## src/hdl/scfp_pkg.sv

```systemverilog
// shared types and constants for the serial command frame parser
`default_nettype none

package scfp_pkg;

  // frame phases
  localparam logic [2:0] PH_HDR1 = 3'd0;
  localparam logic [2:0] PH_HDR2 = 3'd1;
  localparam logic [2:0] PH_CMD  = 3'd2;
  localparam logic [2:0] PH_LEN  = 3'd3;
  localparam logic [2:0] PH_DATA = 3'd4;
  localparam logic [2:0] PH_CHK  = 3'd5;
  localparam logic [2:0] PH_TL1  = 3'd6;
  localparam logic [2:0] PH_TL2  = 3'd7;

  // event codes
  localparam logic [1:0] EV_NONE   = 2'd0;
  localparam logic [1:0] EV_BYTE   = 2'd1;
  localparam logic [1:0] EV_ACCEPT = 2'd2;
  localparam logic [1:0] EV_DROP   = 2'd3;

  // drop reasons
  localparam logic [2:0] DR_NONE     = 3'd0;
  localparam logic [2:0] DR_BAD_HDR2 = 3'd1;
  localparam logic [2:0] DR_TOO_LONG = 3'd2;
  localparam logic [2:0] DR_CHECKSUM = 3'd3;
  localparam logic [2:0] DR_BAD_TL1  = 3'd4;
  localparam logic [2:0] DR_BAD_TL2  = 3'd5;

  // register indexes
  localparam int unsigned CFG_IDX_W = 3;
  localparam logic [CFG_IDX_W-1:0] REG_MAX_PAYLOAD   = 3'd0;
  localparam logic [CFG_IDX_W-1:0] REG_FIRST_HEADER  = 3'd1;
  localparam logic [CFG_IDX_W-1:0] REG_SECOND_HEADER = 3'd2;
  localparam logic [CFG_IDX_W-1:0] REG_FIRST_TAIL    = 3'd3;
  localparam logic [CFG_IDX_W-1:0] REG_SECOND_TAIL   = 3'd4;

  // register reset values
  localparam logic [7:0] RST_MAX_PAYLOAD   = 8'd250;
  localparam logic [7:0] RST_FIRST_HEADER  = 8'hAA;
  localparam logic [7:0] RST_SECOND_HEADER = 8'h55;
  localparam logic [7:0] RST_FIRST_TAIL    = 8'h0D;
  localparam logic [7:0] RST_SECOND_TAIL   = 8'h0A;

  typedef struct packed {
    logic [7:0] max_payload;
    logic [7:0] first_header;
    logic [7:0] second_header;
    logic [7:0] first_tail;
    logic [7:0] second_tail;
  } cfg_t;

  typedef struct packed {
    logic [1:0] event_res;
    logic [7:0] payload_byte;
    logic [7:0] payload_index;
    logic [7:0] command;
    logic [7:0] payload_length;
    logic [2:0] drop_reason;
  } res_t;

endpackage

`default_nettype wire

```

## src/hdl/scfp_cfg_regs.sv

```systemverilog
// configuration register file of the frame parser
`default_nettype none

module scfp_cfg_regs
  import scfp_pkg::*;
(
  input  wire logic                 clk,
  input  wire logic                 rst_n,
  input  wire logic                 cfg_valid,
  output logic                      cfg_ready,
  input  wire logic [CFG_IDX_W-1:0] cfg_index,
  input  wire logic [7:0]           cfg_data,
  output cfg_t                      cfg
);

  cfg_t cfg_r;
  cfg_t cfg_nxt;

  assign cfg_ready = 1'b1;
  assign cfg = cfg_r;

  always_comb begin
    cfg_nxt = cfg_r;
    if (cfg_valid) begin
      unique case (cfg_index)
        REG_MAX_PAYLOAD:   cfg_nxt.max_payload   = cfg_data;
        REG_FIRST_HEADER:  cfg_nxt.first_header  = cfg_data;
        REG_SECOND_HEADER: cfg_nxt.second_header = cfg_data;
        REG_FIRST_TAIL:    cfg_nxt.first_tail    = cfg_data;
        REG_SECOND_TAIL:   cfg_nxt.second_tail   = cfg_data;
        default:           cfg_nxt = cfg_r;
      endcase
    end
  end

  always_ff @(posedge clk) begin
    if (!rst_n) begin
      cfg_r.max_payload   <= RST_MAX_PAYLOAD;
      cfg_r.first_header  <= RST_FIRST_HEADER;
      cfg_r.second_header <= RST_SECOND_HEADER;
      cfg_r.first_tail    <= RST_FIRST_TAIL;
      cfg_r.second_tail   <= RST_SECOND_TAIL;
    end else begin
      cfg_r <= cfg_nxt;
    end
  end

endmodule

`default_nettype wire

```

## src/hdl/scfp_core.sv

```systemverilog
// frame state machine, running checksum and per-byte result
`default_nettype none

module scfp_core
  import scfp_pkg::*;
(
  input  wire logic       clk,
  input  wire logic       rst_n,
  input  wire logic       step,
  input  wire logic [7:0] rx_byte,
  input  wire cfg_t       cfg,
  output res_t            res,
  output logic            data_in_range
);

  logic [2:0] phase_r,   phase_nxt;
  logic [7:0] cmd_r,     cmd_nxt;
  logic [7:0] len_r,     len_nxt;
  logic [7:0] count_r,   count_nxt;
  logic [7:0] xor_r,     xor_nxt;
  logic [7:0] count_inc;

  assign count_inc = count_r + 8'd1;
  assign data_in_range = (phase_r != PH_DATA) || (count_r < len_r);

  always_comb begin
    phase_nxt = phase_r;
    cmd_nxt   = cmd_r;
    len_nxt   = len_r;
    count_nxt = count_r;
    xor_nxt   = xor_r;
    res       = '0;
    unique case (phase_r)
      PH_HDR1: begin
        if (rx_byte == cfg.first_header) phase_nxt = PH_HDR2;
      end
      PH_HDR2: begin
        if (rx_byte == cfg.second_header) begin
          phase_nxt = PH_CMD;
        end else begin
          phase_nxt       = PH_HDR1;
          res.event_res   = EV_DROP;
          res.drop_reason = DR_BAD_HDR2;
        end
      end
      PH_CMD: begin
        cmd_nxt   = rx_byte;
        phase_nxt = PH_LEN;
      end
      PH_LEN: begin
        len_nxt = rx_byte;
        if (rx_byte > cfg.max_payload) begin
          phase_nxt       = PH_HDR1;
          res.event_res   = EV_DROP;
          res.drop_reason = DR_TOO_LONG;
        end else begin
          count_nxt = 8'd0;
          xor_nxt   = cmd_r ^ rx_byte;
          phase_nxt = (rx_byte != 8'd0) ? PH_DATA : PH_CHK;
        end
      end
      PH_DATA: begin
        res.event_res     = EV_BYTE;
        res.payload_byte  = rx_byte;
        res.payload_index = count_r;
        xor_nxt           = xor_r ^ rx_byte;
        count_nxt         = count_inc;
        if (count_inc >= len_r) phase_nxt = PH_CHK;
      end
      PH_CHK: begin
        if (rx_byte == xor_r) begin
          phase_nxt = PH_TL1;
        end else begin
          phase_nxt       = PH_HDR1;
          res.event_res   = EV_DROP;
          res.drop_reason = DR_CHECKSUM;
        end
      end
      PH_TL1: begin
        if (rx_byte == cfg.first_tail) begin
          phase_nxt = PH_TL2;
        end else begin
          phase_nxt       = PH_HDR1;
          res.event_res   = EV_DROP;
          res.drop_reason = DR_BAD_TL1;
        end
      end
      PH_TL2: begin
        phase_nxt = PH_HDR1;
        if (rx_byte == cfg.second_tail) begin
          res.event_res      = EV_ACCEPT;
          res.command        = cmd_r;
          res.payload_length = len_r;
        end else begin
          res.event_res   = EV_DROP;
          res.drop_reason = DR_BAD_TL2;
        end
      end
      default: phase_nxt = PH_HDR1;
    endcase
  end

  always_ff @(posedge clk) begin
    if (!rst_n) begin
      phase_r <= PH_HDR1;
      cmd_r   <= 8'd0;
      len_r   <= 8'd0;
      count_r <= 8'd0;
      xor_r   <= 8'd0;
    end else if (step) begin
      phase_r <= phase_nxt;
      cmd_r   <= cmd_nxt;
      len_r   <= len_nxt;
      count_r <= count_nxt;
      xor_r   <= xor_nxt;
    end
  end

endmodule

`default_nettype wire

```

## src/hdl/serial_command_frame_parser.sv

```systemverilog
// top level of the serial command frame parser
//
// in_ channel: one received serial byte per item (in_rx_byte), valid/stall.
// out_ channel: exactly one result item per input item, in order: event
//   (none, payload byte, frame accepted, frame dropped) with payload byte and
//   index, command and length, or drop reason; unused fields read zero.
// cfg_ channel: valid/ready write of max_payload, header and tail bytes by
//   index 0..4; higher indexes are ignored. cfg_ready is always high.
// path: an item taken lands in the input register; its result is written to
//   the result register, which drives out_valid, once the output is free.
// throughput: one item per cycle while the output is not stalled; the frame
//   state update is a single compare/xor step between the input register
//   and the result register.
// stall: when out_stall holds a result, the input register fills and then
//   in_stall is raised; nothing is lost or repeated.
// reset: synchronous rst_n empties both registers, returns the parser to
//   hunting for the first header and reloads the register defaults.
`default_nettype none

module serial_command_frame_parser
  import scfp_pkg::*;
(
  input  wire logic                 clk,
  input  wire logic                 rst_n,
  input  wire logic                 in_valid,
  output logic                      in_stall,
  input  wire logic [7:0]           in_rx_byte,
  output logic                      out_valid,
  input  wire logic                 out_stall,
  output logic [1:0]                out_event_res,
  output logic [7:0]                out_payload_byte,
  output logic [7:0]                out_payload_index,
  output logic [7:0]                out_command,
  output logic [7:0]                out_payload_length,
  output logic [2:0]                out_drop_reason,
  input  wire logic                 cfg_valid,
  output logic                      cfg_ready,
  input  wire logic [CFG_IDX_W-1:0] cfg_index,
  input  wire logic [7:0]           cfg_data
);

  cfg_t       cfg;
  res_t       res;
  res_t       res_r;
  logic       in_vld_r;
  logic [7:0] in_byte_r;
  logic       out_vld_r;
  logic       out_free;
  logic       step;
  logic       in_take;
  logic       data_in_range;

  scfp_cfg_regs u_cfg (
    .clk       (clk),
    .rst_n     (rst_n),
    .cfg_valid (cfg_valid),
    .cfg_ready (cfg_ready),
    .cfg_index (cfg_index),
    .cfg_data  (cfg_data),
    .cfg       (cfg)
  );

  scfp_core u_core (
    .clk           (clk),
    .rst_n         (rst_n),
    .step          (step),
    .rx_byte       (in_byte_r),
    .cfg           (cfg),
    .res           (res),
    .data_in_range (data_in_range)
  );

  assign out_free = !out_vld_r || !out_stall;
  assign step     = in_vld_r && out_free;
  assign in_stall = in_vld_r && !out_free;
  assign in_take  = in_valid && !in_stall;

  always_ff @(posedge clk) begin
    if (!rst_n) begin
      in_vld_r  <= 1'b0;
      out_vld_r <= 1'b0;
    end else begin
      if (in_take) begin
        in_vld_r <= 1'b1;
      end else if (step) begin
        in_vld_r <= 1'b0;
      end
      if (step) begin
        out_vld_r <= 1'b1;
      end else if (out_free) begin
        out_vld_r <= 1'b0;
      end
    end
  end

  always_ff @(posedge clk) begin
    if (in_take) in_byte_r <= in_rx_byte;
    if (step) res_r <= res;
  end

  assign out_valid          = out_vld_r;
  assign out_event_res      = res_r.event_res;
  assign out_payload_byte   = res_r.payload_byte;
  assign out_payload_index  = res_r.payload_index;
  assign out_command        = res_r.command;
  assign out_payload_length = res_r.payload_length;
  assign out_drop_reason    = res_r.drop_reason;

  // stall only ever raised while the input register holds an item
  a_stall_needs_item: assert property (@(posedge clk) disable iff (!rst_n)
    in_stall |-> (in_vld_r && out_vld_r && out_stall))
    else $error("input stalled with an empty input register");

  // payload byte counter never runs past the frame length
  a_count_in_range: assert property (@(posedge clk) disable iff (!rst_n)
    data_in_range)
    else $error("payload count reached frame length while still in payload");

  // a drop carries a reason, nothing else does
  a_drop_reason: assert property (@(posedge clk) disable iff (!rst_n)
    out_vld_r |-> ((res_r.event_res == EV_DROP) == (res_r.drop_reason != DR_NONE)))
    else $error("drop reason does not match event");

  // a result is registered exactly when an item leaves the input register
  a_step_fills_output: assert property (@(posedge clk) disable iff (!rst_n)
    step |=> out_vld_r)
    else $error("result lost after a step");

endmodule

`default_nettype wire
```

## config.mk

```make
export PLATFORM = sky130hd
export DESIGN_NAME = serial_command_frame_parser
export DESIGN_NICKNAME = d
export VERILOG_FILES = /design/src/hdl/scfp_pkg.sv /design/src/hdl/scfp_cfg_regs.sv /design/src/hdl/scfp_core.sv /design/src/hdl/serial_command_frame_parser.sv
export SDC_FILE = /design/constraint.sdc
export NUM_CORES = 1
export LEC_CHECK = 0
export BUFFER_PORTS_ARGS = -buffer_cell sky130_fd_sc_hd__buf_2
export CORE_ASPECT_RATIO = 2
export CORE_MARGIN = 2
export CORE_UTILIZATION = 57
export CTS_CLUSTER_SIZE = 16
export DETAILED_ROUTE_END_ITERATION = 8
export GPL_TIMING_DRIVEN = 0
export PLACE_DENSITY = 0.78
export SLEW_MARGIN = 10
export SYNTH_ARGS = -nofsm -noshare
export SYNTH_HDL_FRONTEND = slang
export SYNTH_SLANG_ARGS = --single-unit
```

## constraint.sdc

```tcl
create_clock -name clk -period 2.82 [get_ports clk]
set_input_delay 0.141 -clock clk [delete_from_list [all_inputs] [get_ports clk]]
set_output_delay 0.141 -clock clk [all_outputs]
set_load 0.005 [all_outputs]
```

=== After elaboration in Yosys (flattened, before gate mapping) ===
Index checks and enable logic that the tools add are counted.

* Eq/ne operators: 19
* Reductions and logical operators: 24
* Multiplexer cells: 28
* Order comparisons: 2
* Bitwise operators: 2
* Add/subtract/negate cells: 1

{| class="wikitable"
|+ Operator list
! operator !! count
|-
| $eq 8x8->1 || 5
|-
| $pmux 8 s2 || 2
|-
| $pmux 3 s8 || 1
|-
| $mux 3 || 7
|-
| $mux 8 || 2
|-
| $reduce_and 2->1 || 8
|-
| $xor 8x8->8 || 2
|-
| $eq 3x3->1 const B || 5
|-
| $pmux 3 s5 || 1
|-
| $mux 2 || 7
|-
| $eq 3x2->1 const B || 4
|-
| $pmux 2 s6 || 1
|-
| $add 8x1->8 const B || 1
|-
| $ge 8x8->1 || 1
|-
| $gt 8x8->1 || 1
|-
| $reduce_bool 8->1 || 1
|-
| $mux 1 || 7
|-
| $eq 3x1->1 const B || 2
|-
| $logic_not 3->1 || 2
|-
| $reduce_and 3->1 || 2
|-
| $reduce_bool 2->1 || 3
|-
| $logic_not 1->1 || 4
|-
| $ne 2x1->1 const B || 2
|-
| $logic_and 1x1->1 || 3
|-
| 2 further kinds || 2
|}

* Output and inout bits: 40
* Bits in registers: 122
* Input bits: 24

=== Longest topological paths before layout ===
Gate-level depths: netlist of the first run.

* Depth after elaboration: 7
* Depth in mapped cells: 11
* Depth with buffers taken out: 11

=== By module ===
From an unflattened synthesis of the first run, not the netlist that was laid out.

* Cell total of the unflattened synthesis: 646
* Area total of the unflattened synthesis: 6,281.0 µm²

{| class="wikitable"
|+ By module, submodules not included
! module !! instances !! cells an instance !! area an instance (µm²) !! seq. area each (µm²)
|-
| scfp_core || 1 || 436 || 3,226.8 || 700.7
|-
| scfp_cfg_regs || 1 || 157 || 1,619.1 || 800.8
|-
| serial_command_frame_parser || 1 || 53 || 1,435.1 || 1,391.3
|}

=== Worst setup path before layout of the first run ===
OpenSTA, ideal clock, no wires.

* Kind: flip-flop to flip-flop
* Start: reg u_core.count_r[2]
* End: reg u_core.phase_r[0]
* Required time: 2.607 ns
* Slack: 0.309 ns
* Stages on the path, launching flop included: 12
* Period minus slack after synthesis: 2.511 ns
* Arrival time: 2.298 ns
* Cell sequence: dfxtp_1 -> nand3_1 -> or2_2 -> nor2_1 -> xor2_1 -> ha_1 -> nand3_1 -> nor2_1 -> a2111oi_0 -> o31ai_1 -> a21oi_1 -> a311oi_1

* Cells in the longest elaborated chain, start to end: 4

{| class="wikitable"
|+ RTL lines
! item !! RTL line !! text
|-
| start: declaration || scfp_core.sv:19 || <nowiki>logic [7:0] count_r, count_nxt;</nowiki>
|-
| start signal: assignment || scfp_core.sv:114 || <nowiki>count_r <= count_nxt;</nowiki>
|-
| $add 8x1->8 || scfp_core.sv:23 || <nowiki>assign count_inc = count_r + 8'd1;</nowiki>
|-
| $ge 8x8->1 || scfp_core.sv:68 || <nowiki>if (count_inc >= len_r) phase_nxt = PH_CHK;</nowiki>
|-
| $ne 2x1->1 (no line) || -- ||
|-
| $reduce_and 3->1 (no line) || -- ||
|-
| end signal: assignment || scfp_core.sv:111 || <nowiki>phase_r <= phase_nxt;</nowiki>
|-
| end: declaration || scfp_core.sv:16 || <nowiki>logic [2:0] phase_r, phase_nxt;</nowiki>
|}

Every way passes these cells.
A chain may end at the register's enable or synchronous reset.

=== Worst setup path after layout of the first run ===
Ends and elaborated chain as after synthesis.

==> results.py, run 1 <==
metrics = {
    "run_status": {
        "status": "finished clean",
    },
    "critical_path": {
        "critical-path-max-stage-delay_ns": 0.40,
        "worstRegToRegCells": 11,
        "timing.critical_path.to_type": "flop",
        "critical_path.reg2reg.endpoint": "u_core.phase_r[0]",
        "required_worst_endpoint_ns": 3.10,
        "crit_path_max_delay_cell_type": "sky130_fd_sc_hd__dfxtp_2",
        "worst_setup_path_start_kind": "flop",
        "critPathArrivalTime_ns": 3.00,
        "worst-setup-path-type": "reg2reg",
        "cp_cell_sequence": "nand3_2 > or2_2 > nor2_1 > xor2_1 > ha_1 > nand3_2 > nor2_1 > a2111oi_4 > o31ai_4 > a21oi_1 > a311oi_1",
        "critPathMaxFanout": 6,
        "path_delay_family": "simple AND/OR/NAND/NOR gates",
        "crit-reg2reg-launch": "u_core.count_r[2]",
        "path_buf_inv": 0,
        "rrSetupSlack_ns": 0.1,
    },
    "global_routing": {
        "first_global_vias": 4929,
        "overflow": 0,
        "global_route_wire_length_before_repair_um": 24200,
        "grt_start_max_net_pins": 39,
        "grtUsageTotal": 0.297,
        "grt_antenna_before_repair": 0,
    },
    "clock_network": {
        "cts_num_sinks": 122,
        "tritoncts": "done",
        "cts_max_level": 4,
        "clk-insertion-delay-late_ns": 0.42,
        "cts_root_buffer": "sky130_fd_sc_hd__clkbuf_16",
        "cts_max_path_buffers": 2,
        "path_clk_slew_ns": 0.05,
        "total_clock_buffers_created_by_cts": 17,
    },
    "finish": {
        "area.sequential_um2": 2900,
        "layout.core_utilization": 0.721,
        "n_antenna_cell": 0,
        "fillers": 760,
        "syn_to_final_growth_pct": 22.6,
        "count_of_nets_after_finishing": 762,
        "multi_input_comb_area_um2": 2680,
        "finalNonFillerCells": 866,
        "drive_above_1_share": 0.177,
    },
    "floorplan": {
        "floorplan.die.height_um": 146,
        "die_w_um": 75.0,
        "initial_core_util": 0.588,
        "num_io_pins": 64,
        "num_rows": 51,
        "floorplan.core_area_um2": 9760,
        "floorplan.die_area_um2": 10900,
    },
    "synth": {
        "synthDominantCellAreaShare": 0.269,
        "synth-compound-area-share": 0.134,
        "synth-seq-cells": 122,
        "yosysUniqueCellTypes": 48,
        "post_synth_most_frequent_cells": "sky130_fd_sc_hd__nand2_1 (136), sky130_fd_sc_hd__dfxtp_1 (77), sky130_fd_sc_hd__a21oi_1 (51)",
        "synthSimpleGateAreaFrac": 0.212,
        "syn_nets": 669,
        "main_combinational_cell_family_by_area_after_synthesis": "simple AND/OR/NAND/NOR gates",
        "synth.mux.area_fraction": 0,
        "synth.avg_cell_area_um2": 9.14,
        "synthesis.instances": 628,
        "biggest_area_contributors_in_the_synthesized_netlist": "sky130_fd_sc_hd__dfxtp_1 (27%), sky130_fd_sc_hd__edfxtp_1 (24%), sky130_fd_sc_hd__nand2_1 (8.9%)",
        "postSynth.asyncResetShare": 0,
        "synthMostInstantiatedCell": "sky130_fd_sc_hd__nand2_1",
        "number_of_warnings_issued_by_yosys": 0,
        "yosys.area_share.adder": 0.0371,
        "post_synth_xor_area_fraction": 0.0702,
        "synth_area_um2": 5740,
        "synth_enable_flop_cells": 45,
        "synth_area_leader_cell": "sky130_fd_sc_hd__dfxtp_1",
        "synth_top_flop_cell": "sky130_fd_sc_hd__dfxtp_1",
        "synth_seq_area_share": 0.504,
    },
    "place": {
        "place.port_buffers": 62,
        "gp_routability_congestion": 0.899,
        "dpl.cell_count": 823,
        "place.detailed.hpwl_um": 10800,
    },
    "timing": {
        "report.final.hold_viol_count": 0,
        "worst_slew_pin_slew_ns": 0.893,
        "skew_ns": 0.00678,
        "finalCritPeriodShare": 0.965,
        "max_freq_mhz": 368,
        "finalMaxSlewViolations": 0,
        "finalSetupViolations": 0,
        "period_minus_slack_ns": 2.72,
        "relSlewSlack": 0.401,
    },
    "power": {
        "clock_power_share": 0.507,
        "share_comb_of_total_power": 0.062,
        "worst_ir_drop_vdd_mv": 0.582,
        "cell_internal_pwr_mw": 3.43,
        "power_frac_seq": 0.431,
        "power.static_leakage_nw": 2.83,
        "switching_share": 0.216,
        "pwr_density_cell_nw_per_um2": 623,
        "switchingPower_uw": 949,
    },
    "job": {
        "cap_viol_max_count": 0,
    },
    "drt": {
        "detailroute.via_count": 5072,
        "detail_route.wirelength_um": 15500,
        "detail_route.vias_per_cell": 5.86,
        "routed_wire_length_per_instance_um": 17.9,
        "antenna_violating_nets_left": 0,
        "drt_first_iter_violations": 439,
        "drc": 0,
        "first_pass_iters": 6,
    },
    "hold_path": {
        "holdCritStartpoint": "cfg_data[1]",
        "whs_endpoint": "u_cfg.cfg[9]",
        "worst_hold_path.num_cells": 3,
        "min-delay-path-class": "in2reg",
    },
}
==> metal layers <==
metal,GRT usage,up-vias,part of all wire
li1,-,2374,-
met1,0.300,2359,0.35
met2,0.503,249,0.53
met3,0.0817,90,0.057
met4,0.203,0,0.066
met5,0,-,0
==> repair_timing <==
action | in CTS | in global routing
resized for setup | 6 | 14
hold endpoints to repair | 10 | 0
setup endpoints to repair | 10 | 4
hold buffers | 10 | 0
pin swaps | 0 | 3
buffers inserted | 0 | 1
==> flip-flops by register name (all words and copies together) (netlist names) <==
signal / count
out_payload_byte: 8
in_byte_r: 8
out_payload_index: 8
u_core.phase_r: 3
out_drop_reason: 3
u_core.xor_r: 8
out_payload_length: 8
out_command: 8
u_core.count_r: 8
in_vld_r: 1
u_core.len_r: 8
u_core.cmd_r: 8
out_event_res: 2
out_valid: 1
u_cfg.cfg: 40
==> cells by family (layout without fill, tap and decap cells) <==
logic type,after synthesis,after routing
simple gates,269,269
flops,122,122
compound gates,114,114
buf+inv,59,165
xor+xnor,46,46
fa+ha+maj,17,17
other cells,1,1
==> final cells by class <==
| cell class | instances | share of cell area |
|---|---|---|
| repair buffers | 74 | 0.0622 |
| multi-input cells | 447 | 0.381 |
| well taps | 132 | 0.0235 |
| plain buffers | 34 | 0.0213 |
| inverters | 25 | 0.0133 |
| clock buffers | 26 | 0.0754 |
| clock inverters | 6 | 0.0117 |
| flip-flops and latches | 122 | 0.412 |
==> power groups by stage <==
stage | sequential [mW] | clock [mW] | combinational [mW]
finish | 1.89 | 2.22 | 0.270
global placement | 1.93 | 0 | 0.241
floorplan | 1.93 | 0 | 0.141
global route | 1.90 | 2.29 | 0.291
CTS | 1.89 | 2.22 | 0.265
detailed placement | 1.93 | 0 | 0.252
==> through the flow <==
step | cell area (um^2) | power, mW | setup slack [ns] | hold slack (ns) | setup TNS [ns]
after global routing | 7040 | 4.48 | -0.0105 | 0.0264 | -0.0105
after detailed placement | 6240 | 2.18 | -0.0628 | 0.320 | -0.337
final | 7040 | 4.38 | 0.0992 | 0.0296 | 0
after floorplan | 5740 | 2.07 | 0.309 | 0.240 | 0
after CTS | 6970 | 4.38 | 0.0247 | 0.0216 | 0
after global placement | 6220 | 2.17 | -0.00183 | 0.321 | -0.00183
==> worst max path at each step <==
| stage | start | endpoint | slack (ns) | cells past startpoint |
|---|---|---|---|---|
| floorplan | u_core.count_r[2] | u_core.phase_r[0] | 0.31 | 11 |
| global placement | in_byte_r[0] | out_drop_reason[1] | -0.002 | 9 |
| detailed placement | u_core.count_r[2] | u_core.phase_r[1] | -0.06 | 11 |
| CTS | u_core.count_r[0] | u_core.phase_r[0] | 0.02 | 11 |
| global route | u_core.count_r[2] | u_core.phase_r[0] | -0.01 | 11 |
| finish | u_core.count_r[2] | u_core.phase_r[0] | 0.1 | 11 |
==> cells in the final DEF (no fill, tap or decap), types with 5 or more instances in the layout <==
master	count
sky130_fd_sc_hd__nand2_1	136
sky130_fd_sc_hd__dfxtp_1	74
sky130_fd_sc_hd__buf_2	72
sky130_fd_sc_hd__a21oi_1	50
sky130_fd_sc_hd__edfxtp_1	45
sky130_fd_sc_hd__nor2_1	33
sky130_fd_sc_hd__xor2_1	27
sky130_fd_sc_hd__nand3_1	25
sky130_fd_sc_hd__inv_1	24
sky130_fd_sc_hd__clkbuf_1	23
sky130_fd_sc_hd__and3_1	19
sky130_fd_sc_hd__xnor2_1	19
sky130_fd_sc_hd__clkbuf_16	18
sky130_fd_sc_hd__ha_1	16
sky130_fd_sc_hd__and2_1	10
sky130_fd_sc_hd__dlygate4sd3_1	10
sky130_fd_sc_hd__o21ai_0	8
sky130_fd_sc_hd__nor4_1	8
sky130_fd_sc_hd__nor3_1	8
sky130_fd_sc_hd__a22o_1	8
sky130_fd_sc_hd__a311o_1	8
sky130_fd_sc_hd__nand4_1	7
sky130_fd_sc_hd__o211ai_1	7
sky130_fd_sc_hd__nor2b_1	5
sky130_fd_sc_hd__a2111oi_1	5
sky130_fd_sc_hd__clkbuf_8	5
==> tightest hold or removal path: cells and delay by family <==
kind / cells / cell delay (ns)
AOI/OAI and AO/OA: 1 / 0.05
and+or+nand+nor: 1 / 0.07
buffers and inverters: 1 / 0.15
No activity file was read; power rests on OpenSTA's default activity.
==> run 2, diff against run 1 <==
--- a/config.mk
+++ b/config.mk
@@ -9,6 +9,7 @@
 export CORE_ASPECT_RATIO = 2
 export CORE_MARGIN = 2
 export CORE_UTILIZATION = 57
+export CTS_BUF_LIST = sky130_fd_sc_hd__clkbuf_2 sky130_fd_sc_hd__clkbuf_4 sky130_fd_sc_hd__clkbuf_8
 export CTS_CLUSTER_SIZE = 16
 export DETAILED_ROUTE_END_ITERATION = 8
 export GPL_TIMING_DRIVEN = 0
==> run 2 against run 1 <==
Effect of this change:
- clock skew increased by 0.0026 ns
- clock-buffer cell count decreased by 1
- sequential power about the same
- die area unchanged
- setup slack got worse by 0.092 ns
- total power decreased by 12%
- sequential share of layout area increased by 0.54 points
- worst hold slack improved by 0.069 ns
- maximum frequency decreased by 3.3%
==> results.py, run 2 (synthesis gave the netlist of run 1 again) <==
metrics = {
    "run_status": {
        "status": "finished clean",
    },
    "timing": {
        "worst_slew_pin_slew_ns": 0.902,
        "report.final.hold_viol_count": 0,
        "finalMaxSlewViolations": 0,
        "period_minus_slack_ns": 2.81,
        "max_freq_mhz": 355,
        "skew_ns": 0.00933,
        "fin_ws_ns": 0.00700,
        "finalCritPeriodShare": 0.998,
        "relSlewSlack": 0.395,
        "setup_total_negative_slack_ns": 0,
        "finalSetupViolations": 0,
    },
    "finish": {
        "count_of_nets_after_finishing": 770,
        "fillers": 787,
        "drive_above_1_share": 0.181,
        "largest_register_ffs": 40,
        "area.sequential_um2": 2900,
        "post-route-cell-area_um2": 6950,
        "finalNonFillerCells": 874,
        "n_antenna_cell": 0,
        "layout.cells.most_common_list": "sky130_fd_sc_hd__nand2_1 (136), sky130_fd_sc_hd__dfxtp_1 (74), sky130_fd_sc_hd__buf_2 (72)",
        "layout.cells.most_common": "sky130_fd_sc_hd__nand2_1",
        "syn_to_final_growth_pct": 21.0,
        "multi_input_comb_area_um2": 2690,
    },
    "place": {
        "dpl.cell_count": 823,
        "pre_cts_ws_ns": -0.0628,
        "place.port_buffers": 62,
        "gp_routability_congestion": 0.899,
        "placed_area_um2": 6240,
        "place.detailed.hpwl_um": 10800,
    },
    "critical_path": {
        "critical-path-max-stage-delay_ns": 0.39,
        "worst_setup_path_start_kind": "flop",
        "cp_cell_sequence": "nand3_2 > or2_2 > nor2_1 > xor2_1 > ha_1 > nand3_2 > nor2_1 > a2111oi_4 > o31ai_4 > a21oi_1 > a311oi_1",
        "crit_path_max_delay_cell_type": "sky130_fd_sc_hd__dfxtp_2",
        "required_worst_endpoint_ns": 3.13,
        "critPathMaxFanout": 6,
        "path_delay_family": "simple AND/OR/NAND/NOR gates",
        "crit-reg2reg-launch": "u_core.count_r[2]",
        "crit_path_start": "u_core.count_r[2]",
        "path_buf_inv": 0,
        "critPathArrivalTime_ns": 3.12,
        "worst-setup-path-type": "reg2reg",
        "critical_path.reg2reg.endpoint": "u_core.phase_r[0]",
        "timing.critical_path.to_type": "flop",
        "rrSetupSlack_ns": 0.007,
        "worstRegToRegCells": 11,
    },
    "floorplan": {
        "floorplan.core_area_um2": 9760,
        "floorplan.die.height_um": 146,
        "die_w_um": 75.0,
        "num_rows": 51,
        "initial_core_util": 0.588,
        "floorplan.die_area_um2": 10900,
        "num_io_pins": 64,
    },
    "drt": {
        "drc": 0,
        "first_pass_iters": 5,
        "detail_route.wirelength_um": 15400,
        "antenna_violating_nets_left": 0,
        "detailroute.via_count": 5078,
        "drt_first_iter_violations": 438,
        "routed_wire_length_per_instance_um": 17.6,
        "detail_route.vias_per_cell": 5.81,
    },
    "power": {
        "pwr_density_cell_nw_per_um2": 556,
        "power_frac_seq": 0.489,
        "worst_ir_drop_vdd_mv": 0.374,
        "switchingPower_uw": 869,
        "total_power_mw": 3.86,
        "switching_share": 0.225,
        "clock_power_share": 0.439,
        "power.static_leakage_nw": 2.78,
        "share_comb_of_total_power": 0.072,
        "cell_internal_pwr_mw": 2.99,
    },
    "global_routing": {
        "first_global_vias": 4930,
        "grt_start_max_net_pins": 39,
        "global_route_wire_length_before_repair_um": 23800,
        "grt_antenna_before_repair": 0,
        "overflow": 0,
        "grtUsageTotal": 0.291,
    },
    "clock_network": {
        "path_clk_slew_ns": 0.07,
        "cts_max_path_buffers": 2,
        "cts_num_sinks": 122,
        "clk-insertion-delay-late_ns": 0.45,
        "cts_root_buffer": "sky130_fd_sc_hd__clkbuf_8",
        "tritoncts": "done",
        "total_clock_buffers_created_by_cts": 17,
        "cts_max_level": 4,
    },
    "hold_path": {
        "holdCritStartpoint": "rst_n",
        "worst_hold_path.num_cells": 3,
        "whs_endpoint": "u_core.xor_r[0]",
        "min-delay-path-class": "in2reg",
    },
    "job": {
        "cap_viol_max_count": 0,
    },
}
[run 2: how the worst max path moves through the flow]
stage	to	slack, ns	cells past startpoint
2_1_floorplan	u_core.phase_r[0]	0.31	11
4_1_cts	u_core.phase_r[0]	0.02	11
6_report	u_core.phase_r[0]	0.007	11
5_1_grt	u_core.phase_r[0]	-0.07	11
3_5_place_dp	u_core.phase_r[1]	-0.06	11
3_3_place_gp	out_drop_reason[1]	-0.002	9
[run 2: routing by layer]
metal | share of wire | vias to the layer above | global-route usage
met5 | 0 | - | 0
met4 | 0.060 | 0 | 0.188
met3 | 0.055 | 76 | 0.0810
met2 | 0.54 | 226 | 0.504
met1 | 0.34 | 2384 | 0.287
li1 | - | 2392 | -
[run 2: power by group through the flow]
stage / registers [mW] / logic, mW / clock network (mW)
after global routing: 1.89 / 0.299 / 1.77
after global placement: 1.93 / 0.241 / 0
final: 1.89 / 0.277 / 1.69
after floorplan: 1.93 / 0.141 / 0
after CTS: 1.89 / 0.273 / 1.70
after detailed placement: 1.93 / 0.252 / 0
[run 2: through the flow]
| stage | hold slack, ns | utilization |
|---|---|---|
| 4_1_cts | 0.0793 | 0.704 |
| 3_3_place_gp | 0.321 | 0.637 |
| 3_5_place_dp | 0.320 | 0.639 |
| 6_report | 0.0982 | 0.712 |
| 5_1_grt | 0.116 | 0.712 |
| 2_1_floorplan | 0.240 | - |
[run 2: what timing repair did]
action,4_1_cts,5_1_grt
endpoints found under the hold margin,30,0
cloned,0,0
hold buffers,18,0
resized for setup,6,15
pin swaps,0,4
endpoints found under the setup margin,10,8
setup buffers,0,1
[run 2: layout make-up]
| class | instances | area share |
|---|---|---|
| Sequential cell | 122 | 0.417 |
| Multi-Input combinational cell | 447 | 0.387 |
| Timing Repair Buffer | 82 | 0.0746 |
| Clock buffer | 25 | 0.0468 |
| Tap cell | 132 | 0.0238 |
| Buffer | 34 | 0.0216 |
| Clock inverter | 7 | 0.0162 |
| Inverter | 25 | 0.0135 |
[run 2: worst register-to-register path: cells and delay by family (launching register included)]
| family | cells | cell delay [ns] |
|---|---|---|
| XOR/XNOR | 1 | 0.28 |
| AND/OR/NAND/NOR | 5 | 0.91 |
| flip-flops | 1 | 0.39 |
| adder cells (fa/ha/maj) | 1 | 0.32 |
| AO/OA/AOI/OAI | 4 | 0.79 |
